[config.mk]
export PLATFORM = sky130hd
export DESIGN_NAME = apsu_div
export DESIGN_NICKNAME = d
export VERILOG_FILES = /design/src/apsu_div.sv
export SDC_FILE = /design/constraint.sdc
export NUM_CORES = 1
export LEC_CHECK = 0
export ABC_AREA = 1
export BUFFER_PORTS_ARGS = -buffer_cell sky130_fd_sc_hd__buf_2
export CAP_MARGIN = 20
export CORE_ASPECT_RATIO = 0.9
export CORE_UTILIZATION = 55
export DETAILED_ROUTE_END_ITERATION = 6
export PLACE_DENSITY = 0.95
export SETUP_SLACK_MARGIN = 0.05
export SLEW_MARGIN = 25
export SYNTH_ARGS = -nofsm -noshare
export SYNTH_HDL_FRONTEND = slang
export SYNTH_SLANG_ARGS = --single-unit
[constraint.sdc]
create_clock -name i_clk -period 3.8 [get_ports i_clk]
set_clock_uncertainty 0.15 [all_clocks]
set_input_delay 0.19 -clock i_clk [delete_from_list [all_inputs] [get_ports i_clk]]
set_output_delay 0.19 -clock i_clk [all_outputs]
set_load 0.03 [all_outputs]
[src/apsu_div.sv]
`timescale 1ns / 1ps
// ----------------------------------------------------------------------------
// Iterative divider
// Restoring division of a 41-bit dividend by a 9-bit divisor, one bit a cycle.
// ----------------------------------------------------------------------------
module apsu_div (
    input  logic        i_clk,
    input  logic        i_rst_n,
    input  logic        i_start,
    input  logic [40:0] i_dividend,
    input  logic [8:0]  i_divisor,
    output logic        o_done,
    output logic [40:0] o_quotient,
    output logic [8:0]  o_remainder
);
    logic [5:0]  r_cnt;
    logic        r_done;
    logic [40:0] r_q;
    logic [8:0]  r_rem;
    logic [8:0]  r_dvs;
    logic [9:0]  n_trial;
    logic        n_ge;

    assign n_trial = {r_rem, r_q[40]};
    assign n_ge    = n_trial >= {1'b0, r_dvs};

    always_ff @(posedge i_clk) begin
        if (!i_rst_n) begin
            r_cnt  <= '0;
            r_done <= 1'b0;
        end else if (i_start) begin
            r_cnt  <= 6'd41;
            r_done <= 1'b0;
        end else if (r_cnt != 6'd0) begin
            r_cnt  <= r_cnt - 6'd1;
            r_done <= (r_cnt == 6'd1);
        end else begin
            r_done <= 1'b0;
        end
    end

    always_ff @(posedge i_clk) begin
        if (i_start) begin
            r_q   <= i_dividend;
            r_rem <= '0;
            r_dvs <= i_divisor;
        end else if (r_cnt != 6'd0) begin
            r_q   <= {r_q[39:0], n_ge};
            r_rem <= n_ge ? 9'(n_trial - {1'b0, r_dvs}) : n_trial[8:0];
        end
    end

    assign o_done      = r_done;
    assign o_quotient  = r_q;
    assign o_remainder = r_rem;
endmodule

==> out/metrics.cfg, run 1 <==
[outcome]
run_status=finished, violations left
failed_checks=design-rule violations

[timing]
fin_tns_setup_ns=0
timing.hold.ws_ns=0.0171
min_period_over_period_pct=71.0
period_needed_ns=2.70
finalHoldViolations=0
drv_slew=0
slew_headroom_pct=40.8
max_freq_mhz=371
setup_viol=0
worst_slew_pin_slew_ns=0.887
grt_setup_unrepaired=no

[yosys]
yosysWarnings=0
ys_seq_area_share_pct=54.3
ys_ff_latch=66
synth_area_mm2=0.00335
synthCells=400
avgSynthCellArea_um2=8.38
yosys.cell_types.count=31
syn_nets=466

[critical_path]
cp_max_fo=22
startpoint_type=flop
critPathCapture=o_quotient[24]$_DFFE_PP_
critPathMaxStageDelay_ns=0.69
cp-end-kind=flop
slowest_stage=inv_1
crit_type=reg2reg
path_common_cell=inv_1
r2r-end=o_quotient[24]$_DFFE_PP_
critPathArrivalTime_ns=2.59
critical_path_required_ns=3.69
worstPathCellList=inv_1 -> ha_1 -> nand3_1 -> nor2_2 -> inv_1 -> buf_12
reg2reg_slack_ns=1.10
startpoint=r_cnt[0]$_SDFFE_PN0P_
r2r_start=r_cnt[0]$_SDFFE_PN0P_
r2r_cells=6

[global_routing]
grt_pass1_vias=3383
grtUsageTotal_pct=33.6
grt_pass1_wl_um=16400
grt_max_degree=48
antenna_found_initial=0
grt_overflow=0

[drt]
dr_total_vias=3341
drc=3
wl_per_cell_um=16.6
totalWireLength_um=10400
vias_per_cell=5.35
drtAntennaViolNets=0
drtIter0Drc=292
dr.pass1.iters=7

[placed_design]
port_buffers=103
postPlaceCellArea_mm2=0.00393
gp_congestion=0.901
dp.final_hpwl_um=5720

[clock_tree]
cts_made_buffers=9
clock_sinks=66
htree_levels=3
clk_pin_slew_ns=0.08
cts_buffer_depth=2
cts_tree=built
post_cts_buffers=0
cts-root-buf=clkbuf_8
insertion_delay_ns=0.33

[power]
power_mw=2.76
pwr-share-clk_pct=19.2
p_sw_mw=1.19
peakVddDrop_v=0.000337
p_comb_share_pct=42.4
leakagePower_nw=2.43
pwr-share-seq_pct=38.4
switching_share_pct=43.1
intPower_mw=1.57
p_per_area_mw_per_mm2=604

[floorplan]
die_w_um=84.3
die_height_um=76.1
core-area_mm2=0.00579
io_pins=104
die-area_mm2=0.00641
initial_utilization_pct=57.9
core.rowCount=26

[final_layout]
area_growth_pct=36.1
drive_above_1_share_pct=24.7
diodes=0
final_cell_area_mm2=0.00456
fin_nets=616

[job]
cap_violations=0

[min_path]
worstHoldPathType=in2reg

==> cells by family after synthesis <==
| kind of cell | count (synthesis) | synth area share [%] |
|---|---|---|
| AO/OA/AOI/OAI | 16 | 2.54 |
| XOR/XNOR | 5 | 1.31 |
| adder cells (fa/ha/maj) | 13 | 5.07 |
| buffers and inverters | 61 | 7.09 |
| flip-flops | 66 | 54.3 |
| AND/OR/NAND/NOR | 239 | 29.7 |
==> flip-flops by register name, indices dropped and copies added, names as in the netlist <==
name	flops
o_quotient	41
r_cnt	6
o_remainder	9
r_dvs	9
o_done	1
==> cell usage in the layout, fill, tap and decap left out, types with 3 or more instances in the layout <==
| cell type | Yosys | final |
|---|---|---|
| nor2_1 | 20 | 20 |
| a21oi_1 | 9 | 9 |
| dfxtp_1 | 16 | 16 |
| nand2_1 | 179 | 179 |
| dlygate4sd3_1 | 0 | 46 |
| edfxtp_1 | 50 | 50 |
| inv_2 | 3 | 4 |
| buf_2 | 2 | 103 |
| o21ai_0 | 3 | 3 |
| clkbuf_8 | 0 | 10 |
| nand2_2 | 5 | 5 |
| xor2_1 | 3 | 3 |
| inv_1 | 44 | 44 |
| ha_1 | 12 | 12 |
| nand3_1 | 24 | 24 |
==> stage by stage <==
| stage | setup slack (ns) | utilization (%) | cells |
|---|---|---|---|
| after floorplan | 1.51 | - | 400 |
| after global placement | 1.33 | 67.9 | 563 |
| after detailed placement | 1.23 | 67.9 | 563 |
| after CTS | 1.21 | 78.7 | 624 |
| after global routing | 0.950 | 78.8 | 625 |
| final | 1.10 | 78.8 | 625 |
==> area by class of cell <==
cell class	count	area (um^2)
multi-input combinational	273	1290
tap	70	87.6
fill	334	1230
inverter	49	186
sequential	66	1820
clock inverter	5	30.0
timing repair buffer	151	1000
clock buffer	11	141
==> how the worst min path moves through the flow <==
stage / start / endpoint / slack (ns) / depth (start not counted)
finish: i_dividend[38] / o_quotient[38]$_DFFE_PP_ / 0.02 / 3
global route: i_dividend[38] / o_quotient[38]$_DFFE_PP_ / 0.02 / 3
CTS: i_dividend[38] / o_quotient[38]$_DFFE_PP_ / 0.01 / 3
detailed placement: i_divisor[7] / r_dvs[7]$_DFFE_PP_ / 0.22 / 1
global placement: i_divisor[6] / r_dvs[6]$_DFFE_PP_ / 0.22 / 1
floorplan: i_rst_n / r_cnt[0]$_SDFFE_PN0P_ / 0.14 / 2
==> worst max-delay path, delay by kind of cell, from the launching register on <==
family        cells  cell delay (ns)
fa+ha+maj         1             0.20
simple gates      2             0.63
flops             1             0.37
buf+inv           3             1.05
==> repair_timing <==
item,CTS,global route
hold buffers,45,1
endpoints found under the hold margin,47,1
endpoints found under the setup margin,0,0
gates resized for setup,0,0
==> layer usage <==
layer	GRT usage [%]	routed length, um	up-vias	part of all wire [%]
met3	8.56	972	45	9.4
met5	0	0	-	0
met1	39.3	3910	1515	38
met4	17.1	420	0	4.0
li1	-	-	1560	-
met2	57.3	5070	221	49
==> cells in the mapped netlist <==
master | number | share of area [%]
nand2_8 | 1 | 0.60
a31oi_1 | 1 | 0.19
nand2_4 | 1 | 0.34
nor3_2 | 1 | 0.30
a21oi_1 | 9 | 1.3
nor2_2 | 2 | 0.37
buf_2 | 2 | 0.30
o21ai_0 | 3 | 0.45
xor2_1 | 3 | 0.78
clkinv_1 | 1 | 0.11
inv_4 | 1 | 0.19
o21ai_1 | 2 | 0.30
xnor2_1 | 2 | 0.52
inv_1 | 44 | 4.9
edfxtp_1 | 50 | 45
nand3b_1 | 2 | 0.45
nand3_1 | 24 | 3.6
fa_1 | 1 | 0.60
clkbuf_1 | 9 | 1.0
nand4_1 | 1 | 0.19
nand3_2 | 1 | 0.30
inv_2 | 3 | 0.34
ha_1 | 12 | 4.5
a21oi_2 | 1 | 0.26
buf_4 | 1 | 0.22
nand2_2 | 5 | 0.93
dfxtp_1 | 16 | 9.6
nor2_1 | 20 | 2.2
or2_2 | 1 | 0.19
nand2_1 | 179 | 20
nor3_1 | 1 | 0.15
==> power groups by stage <==
stage | Clock (mW) | Sequential, mW | Combinational, mW
finish | 0.530 | 1.06 | 1.17
global route | 0.562 | 1.07 | 1.28
CTS | 0.530 | 1.04 | 1.14
detailed placement | 0 | 1.05 | 1.10
global placement | 0 | 1.05 | 1.06
floorplan | 0 | 1.26 | 0.589
(Power assumes the default switching activity.)
==> inputs of run 2 (changes only) <==
--- a/config.mk
+++ b/config.mk
@@ -5,13 +5,13 @@
 export SDC_FILE = /design/constraint.sdc
 export NUM_CORES = 1
 export LEC_CHECK = 0
-export ABC_AREA = 1
+export ABC_AREA = 0
 export BUFFER_PORTS_ARGS = -buffer_cell sky130_fd_sc_hd__buf_2
 export CAP_MARGIN = 20
 export CORE_ASPECT_RATIO = 0.9
-export CORE_UTILIZATION = 55
+export CORE_UTILIZATION = 51
 export DETAILED_ROUTE_END_ITERATION = 6
-export PLACE_DENSITY = 0.95
+export PLACE_DENSITY = 0.91
 export SETUP_SLACK_MARGIN = 0.05
 export SLEW_MARGIN = 25
 export SYNTH_ARGS = -nofsm -noshare
==> constraint.sdc (replaced) <==
create_clock -name i_clk -period 2.6 [get_ports i_clk]
set_clock_uncertainty 0.15 [all_clocks]
set_input_delay 0.13 -clock i_clk [delete_from_list [all_inputs] [get_ports i_clk]]
set_output_delay 0.13 -clock i_clk [all_outputs]
set_load 0.03 [all_outputs]
==> out/metrics.cfg, run 2 <==
[outcome]
run_status=complete, no violations

[yosys]
synthFlopType=edfxtp_1
avgSynthCellArea_um2=13.4
synthCells=239
yosysMostFrequentCell=edfxtp_1
ys_ff_latch=66
syn_nets=305
yosys.cell_types.count=45
synth_area_mm2=0.00319
synth.top_cells.by_count=edfxtp_1, mux2_2, dfxtp_1, nor2_1, inv_1
ys_seq_area_share_pct=57.1
synth_edf_count=50
synth_top_area_share_pct=47.0
ys_top_cells_by_area=edfxtp_1, mux2_2, dfxtp_1, ha_1, xor2_1
yosysWarnings=0
async_reset_ff_share_pct=0
synth_top_cell_by_area=edfxtp_1

[power]
p_comb_share_pct=41.2
p_per_area_mw_per_mm2=931
switching_share_pct=37.2
p_sw_mw=1.57
intPower_mw=2.65
pwr-share-clk_pct=22.4
peakVddDrop_v=0.000494
power_mw=4.22
leakagePower_nw=2.02
pwr-share-seq_pct=36.4

[global_routing]
grt_max_degree=42
grt_pass1_vias=2596
grt_overflow=0
grt_pass1_wl_um=12400
antenna_found_initial=0
grtUsageTotal_pct=25.0

[critical_path]
crit_type=reg2reg
critPathTopFamily=simple AND/OR/NAND/NOR gates
worst-path-buf-inv=2
worstPathCellList=inv_1 -> ha_1 -> nand3_1 -> a211oi_2 -> nor3_2 -> buf_12 -> or4_1 -> a211oi_1
critPathArrivalTime_ns=2.58
startpoint_type=flop
critPathCapture=o_remainder[7]$_SDFFE_PP0N_
critPathMaxStageDelay_ns=0.54
slowest_stage=or4_1
cp-end-kind=flop
r2r_cells=8
r2r-end=o_remainder[7]$_SDFFE_PP0N_
r2r_start=r_dvs[2]$_DFFE_PP_
critical_path_depth=8
cp_max_fo=13
reg2reg_slack_ns=0.12
startpoint=r_dvs[2]$_DFFE_PP_
critical_path_required_ns=2.70

[drt]
wl_per_cell_um=16.1
drc=0
dr.pass1.iters=4
vias_per_cell=5.29
drtAntennaViolNets=0
drtIter0Drc=152
totalWireLength_um=7680
dr_total_vias=2517

[clock_tree]
clk_pin_slew_ns=0.07
clock_sinks=66
cts_tree=built
cts_buffer_depth=2
cts-root-buf=clkbuf_8
cts_made_buffers=9
insertion_delay_ns=0.34
htree_levels=3

[final_layout]
drive_above_1_share_pct=43.8
diodes=0
seqCellArea_mm2=0.00182
largest_reg_flops=41
multi_input_area_mm2=0.00126
final_cell_area_mm2=0.00453
final_common_cell=buf_2
fin_nets=467
area_growth_pct=42.0
layout_common_cells=buf_2, dlygate4sd3_1, edfxtp_1
fillers=363

[placed_design]
detailedPlace.worstSlack_ns=0.0142
postPlaceCellArea_mm2=0.00378
port_buffers=103
dp.final_hpwl_um=4840
gp_congestion=0.888

[timing]
setup_viol=0
drv_slew=0
max_freq_mhz=404
slew_headroom_pct=65.4
grt_setup_unrepaired=no
finalHoldViolations=0
worst_slew_pin_slew_ns=0.519
min_period_over_period_pct=95.2
period_needed_ns=2.48
worst_slack_ns=0.124
fin_tns_setup_ns=0

[job]
cap_violations=0

[floorplan]
die_w_um=85.4
io_pins=104
die-area_mm2=0.00658
die_height_um=77.1
core.rowCount=26
initial_utilization_pct=54.5
core-area_mm2=0.00586

[min_path]
hold_depth=3
worstHoldPathType=in2reg

## run 2: logic make-up after synthesis
kind of cell               share of synthesized area (%)
adders and majority gates                           5.33
xor gates and xnor gates                            2.74
and+or+nand+nor                                     6.70
muxes                                               16.0
buffers and inverters                               4.04
AOI/OAI and AO/OA                                   8.11
DFF                                                 57.1
## run 2: repair_timing
| item | 4_1_cts | 5_1_grt |
|---|---|---|
| gates cloned | 0 | 0 |
| endpoints found under the hold margin | 57 | 0 |
| resized for setup | 3 | 0 |
| setup endpoints to repair | 1 | 7 |
| pin swaps | 3 | 3 |
| hold buffers | 51 | 0 |
| buffers inserted | 1 | 0 |
## run 2: power by group through the flow
stage | registers, mW | clock network [mW] | logic, mW
global route | 1.56 | 1.02 | 1.86
floorplan | 1.90 | 0 | 0.824
global placement | 1.54 | 0 | 1.60
finish | 1.53 | 0.947 | 1.74
detailed placement | 1.55 | 0 | 1.65
CTS | 1.53 | 0.975 | 1.73
## run 2: worst min-delay path by stage
stage          slack [ns]          from                     to
2_1_floorplan        0.08  i_divisor[0]     r_dvs[0]$_DFFE_PP_
3_3_place_gp         0.16  i_divisor[4]     r_dvs[4]$_DFFE_PP_
3_5_place_dp         0.16  i_divisor[2]     r_dvs[2]$_DFFE_PP_
4_1_cts              0.07       i_start  r_cnt[0]$_SDFFE_PN0P_
5_1_grt               0.1       i_start  r_cnt[3]$_SDFFE_PN0P_
6_report             0.09       i_start  r_cnt[0]$_SDFFE_PN0P_
## run 2: tightest hold or removal path, delay by kind of cell
kind / cells / cell delay (ns)
AO/OA/AOI/OAI: 1 / 0.10
buffers and inverters: 2 / 0.30
## run 2: final cells by class
type	instances	share of cell area, %
inverters	15	1.24
clock buffers	10	2.82
flip-flops and latches	66	40.2
clock inverters	6	1.99
multi-input cells	148	27.8
repair buffers	161	24.1
well taps	70	1.93
## run 2: layer usage
layer / GRT usage, % / vias to the layer above / share of wire, %
met1: 29.4 / 1188 / 41
li1: - / 1221 / -
met4: 8.83 / 0 / 1.8
met3: 6.03 / 14 / 5.1
met5: 0 / - / 0
met2: 44.3 / 94 / 52
## run 2: stage by stage
| step | instances | utilization (%) | hold slack [ns] |
|---|---|---|---|
| 3_5_place_dp | 408 | 64.6 | 0.158 |
| 2_1_floorplan | 239 | - | 0.0789 |
| 5_1_grt | 476 | 77.4 | 0.0965 |
| 4_1_cts | 476 | 77.4 | 0.0703 |
| 6_report | 476 | 77.4 | 0.0902 |
| 3_3_place_gp | 408 | 64.6 | 0.156 |
==> inputs of run 3 (changes only) <==
--- a/config.mk
+++ b/config.mk
@@ -11,6 +11,7 @@
 export CORE_ASPECT_RATIO = 0.9
 export CORE_UTILIZATION = 51
 export DETAILED_ROUTE_END_ITERATION = 6
+export HOLD_SLACK_MARGIN = 0.15
 export PLACE_DENSITY = 0.91
 export SETUP_SLACK_MARGIN = 0.05
 export SLEW_MARGIN = 25
==> out/metrics.cfg, run 3 (same netlist as run 2, synthesis figures left out) <==
[timing]
max_freq_mhz=402
setup_viol=0
drv_slew=0
finalHoldViolations=0
worst_slew_pin_slew_ns=0.529
grt_setup_unrepaired=no
fin_tns_setup_ns=0
period_needed_ns=2.49
slew_headroom_pct=64.8
min_period_over_period_pct=95.8

[power]
pwr-share-clk_pct=22.5
intPower_mw=2.65
p_per_area_mw_per_mm2=931
pwr-share-seq_pct=36.3
p_comb_share_pct=41.2
switching_share_pct=37.3
leakagePower_nw=2.02
p_sw_mw=1.58
peakVddDrop_v=0.000490

[global_routing]
grt_max_degree=42
antenna_found_initial=0
grt_overflow=0
grt_pass1_wl_um=12400
grtUsageTotal_pct=25.0
grt_pass1_vias=2587

[floorplan]
core-area_mm2=0.00586
die-area_mm2=0.00658
die_w_um=85.4
core.rowCount=26
io_pins=104
die_height_um=77.1
initial_utilization_pct=54.5

[drt]
totalWireLength_um=7790
wl_per_cell_um=16.3
drtAntennaViolNets=0
vias_per_cell=5.30
dr_total_vias=2529
dr.pass1.iters=4
drtIter0Drc=146
drc=0

[min_path]
worstHoldPathType=in2reg

[placed_design]
dp.final_hpwl_um=4840
port_buffers=103
gp_congestion=0.888
postPlaceCellArea_mm2=0.00378

[final_layout]
area_growth_pct=42.3
layout_common_cells=buf_2, dlygate4sd3_1, edfxtp_1
largest_reg_flops=41
fin_nets=468
final_cell_area_mm2=0.00454
final_common_cell=buf_2
diodes=0
seqCellArea_mm2=0.00182
drive_above_1_share_pct=43.7
multi_input_area_mm2=0.00126
fillers=359

[clock_tree]
cts_tree=built
clock_sinks=66
insertion_delay_ns=0.34
cts-root-buf=clkbuf_8
clk_pin_slew_ns=0.08
htree_levels=3
cts_made_buffers=9
cts_buffer_depth=2

[critical_path]
critPathArrivalTime_ns=2.59
crit_type=reg2reg
cp-end-kind=flop
cp_max_fo=13
critical_path_required_ns=2.70
startpoint_type=flop

[outcome]
run_status=complete, no violations

[job]
cap_violations=0

[run 3: changes by cell type in the layout (fill, tap and decap cells not counted), sizes merged]
cell	delta
dlygate4sd3	+1
[run 3: final timing paths]
path,cells after the start,from,end,slack (ns)
hold / removal,2,i_divisor[1],r_dvs[1]$_DFFE_PP_,0.35
hold reg to reg,2,r_cnt[1]$_SDFFE_PP0N_,r_cnt[1]$_SDFFE_PP0N_,0.37
setup / recovery,8,r_dvs[2]$_DFFE_PP_,o_remainder[7]$_SDFFE_PP0N_,0.11
setup reg to reg,8,r_dvs[2]$_DFFE_PP_,o_remainder[7]$_SDFFE_PP0N_,0.11
[run 3: power groups by stage]
| stage | logic [mW] | clock network (mW) | registers (mW) |
|---|---|---|---|
| 2_1_floorplan | 0.824 | 0 | 1.90 |
| 3_3_place_gp | 1.60 | 0 | 1.54 |
| 3_5_place_dp | 1.65 | 0 | 1.55 |
| 4_1_cts | 1.73 | 0.975 | 1.53 |
| 5_1_grt | 1.86 | 1.02 | 1.56 |
| 6_report | 1.74 | 0.951 | 1.54 |
[run 3: per-stage QoR]
step,utilization (%),power (mW),worst slack (ns),std cells,hold WS (ns)
finish,77.6,4.23,0.110,477,0.347
global placement,64.6,3.14,0.187,408,0.156
global route,77.6,4.44,0.0512,477,0.343
detailed placement,64.6,3.19,0.0142,408,0.158
CTS,77.6,4.24,0.0520,477,0.325
floorplan,-,2.72,0.0729,239,0.0789
[run 3: critical path, stage by stage (launching register included)]
cell      delay, ns
edfxtp_1       0.35
inv_1          0.05
ha_1           0.44
nand3_1        0.15
a211oi_2       0.27
nor3_2         0.10
buf_12         0.15
or4_1          0.55
a211oi_1       0.20
[run 3: per-layer routing]
| metal | track usage, % | vias to the layer above | share of wire (%) |
|---|---|---|---|
| met4 | 9.17 | 0 | 1.8 |
| met3 | 5.92 | 12 | 5.6 |
| met1 | 29.7 | 1199 | 41 |
| met5 | 0 | - | 0 |
| met2 | 43.9 | 99 | 51 |
| li1 | - | 1219 | - |
[run 3: area by class of cell]
cell class / count / share of cell area (%)
clock buffer: 10 / 2.81
clock inverter: 6 / 1.98
inverter: 15 / 1.24
multi-input combinational: 148 / 27.7
sequential: 66 / 40.1
tap: 70 / 1.93
timing repair buffer: 162 / 24.2
[run 3: timing repair]
| item | in CTS | in global routing |
|---|---|---|
| hold buffers | 52 | 0 |
| setup endpoints to repair | 1 | 7 |
| setup buffers | 1 | 0 |
| resized for setup | 3 | 0 |
| hold endpoints to repair | 58 | 0 |
| pin swaps | 3 | 3 |
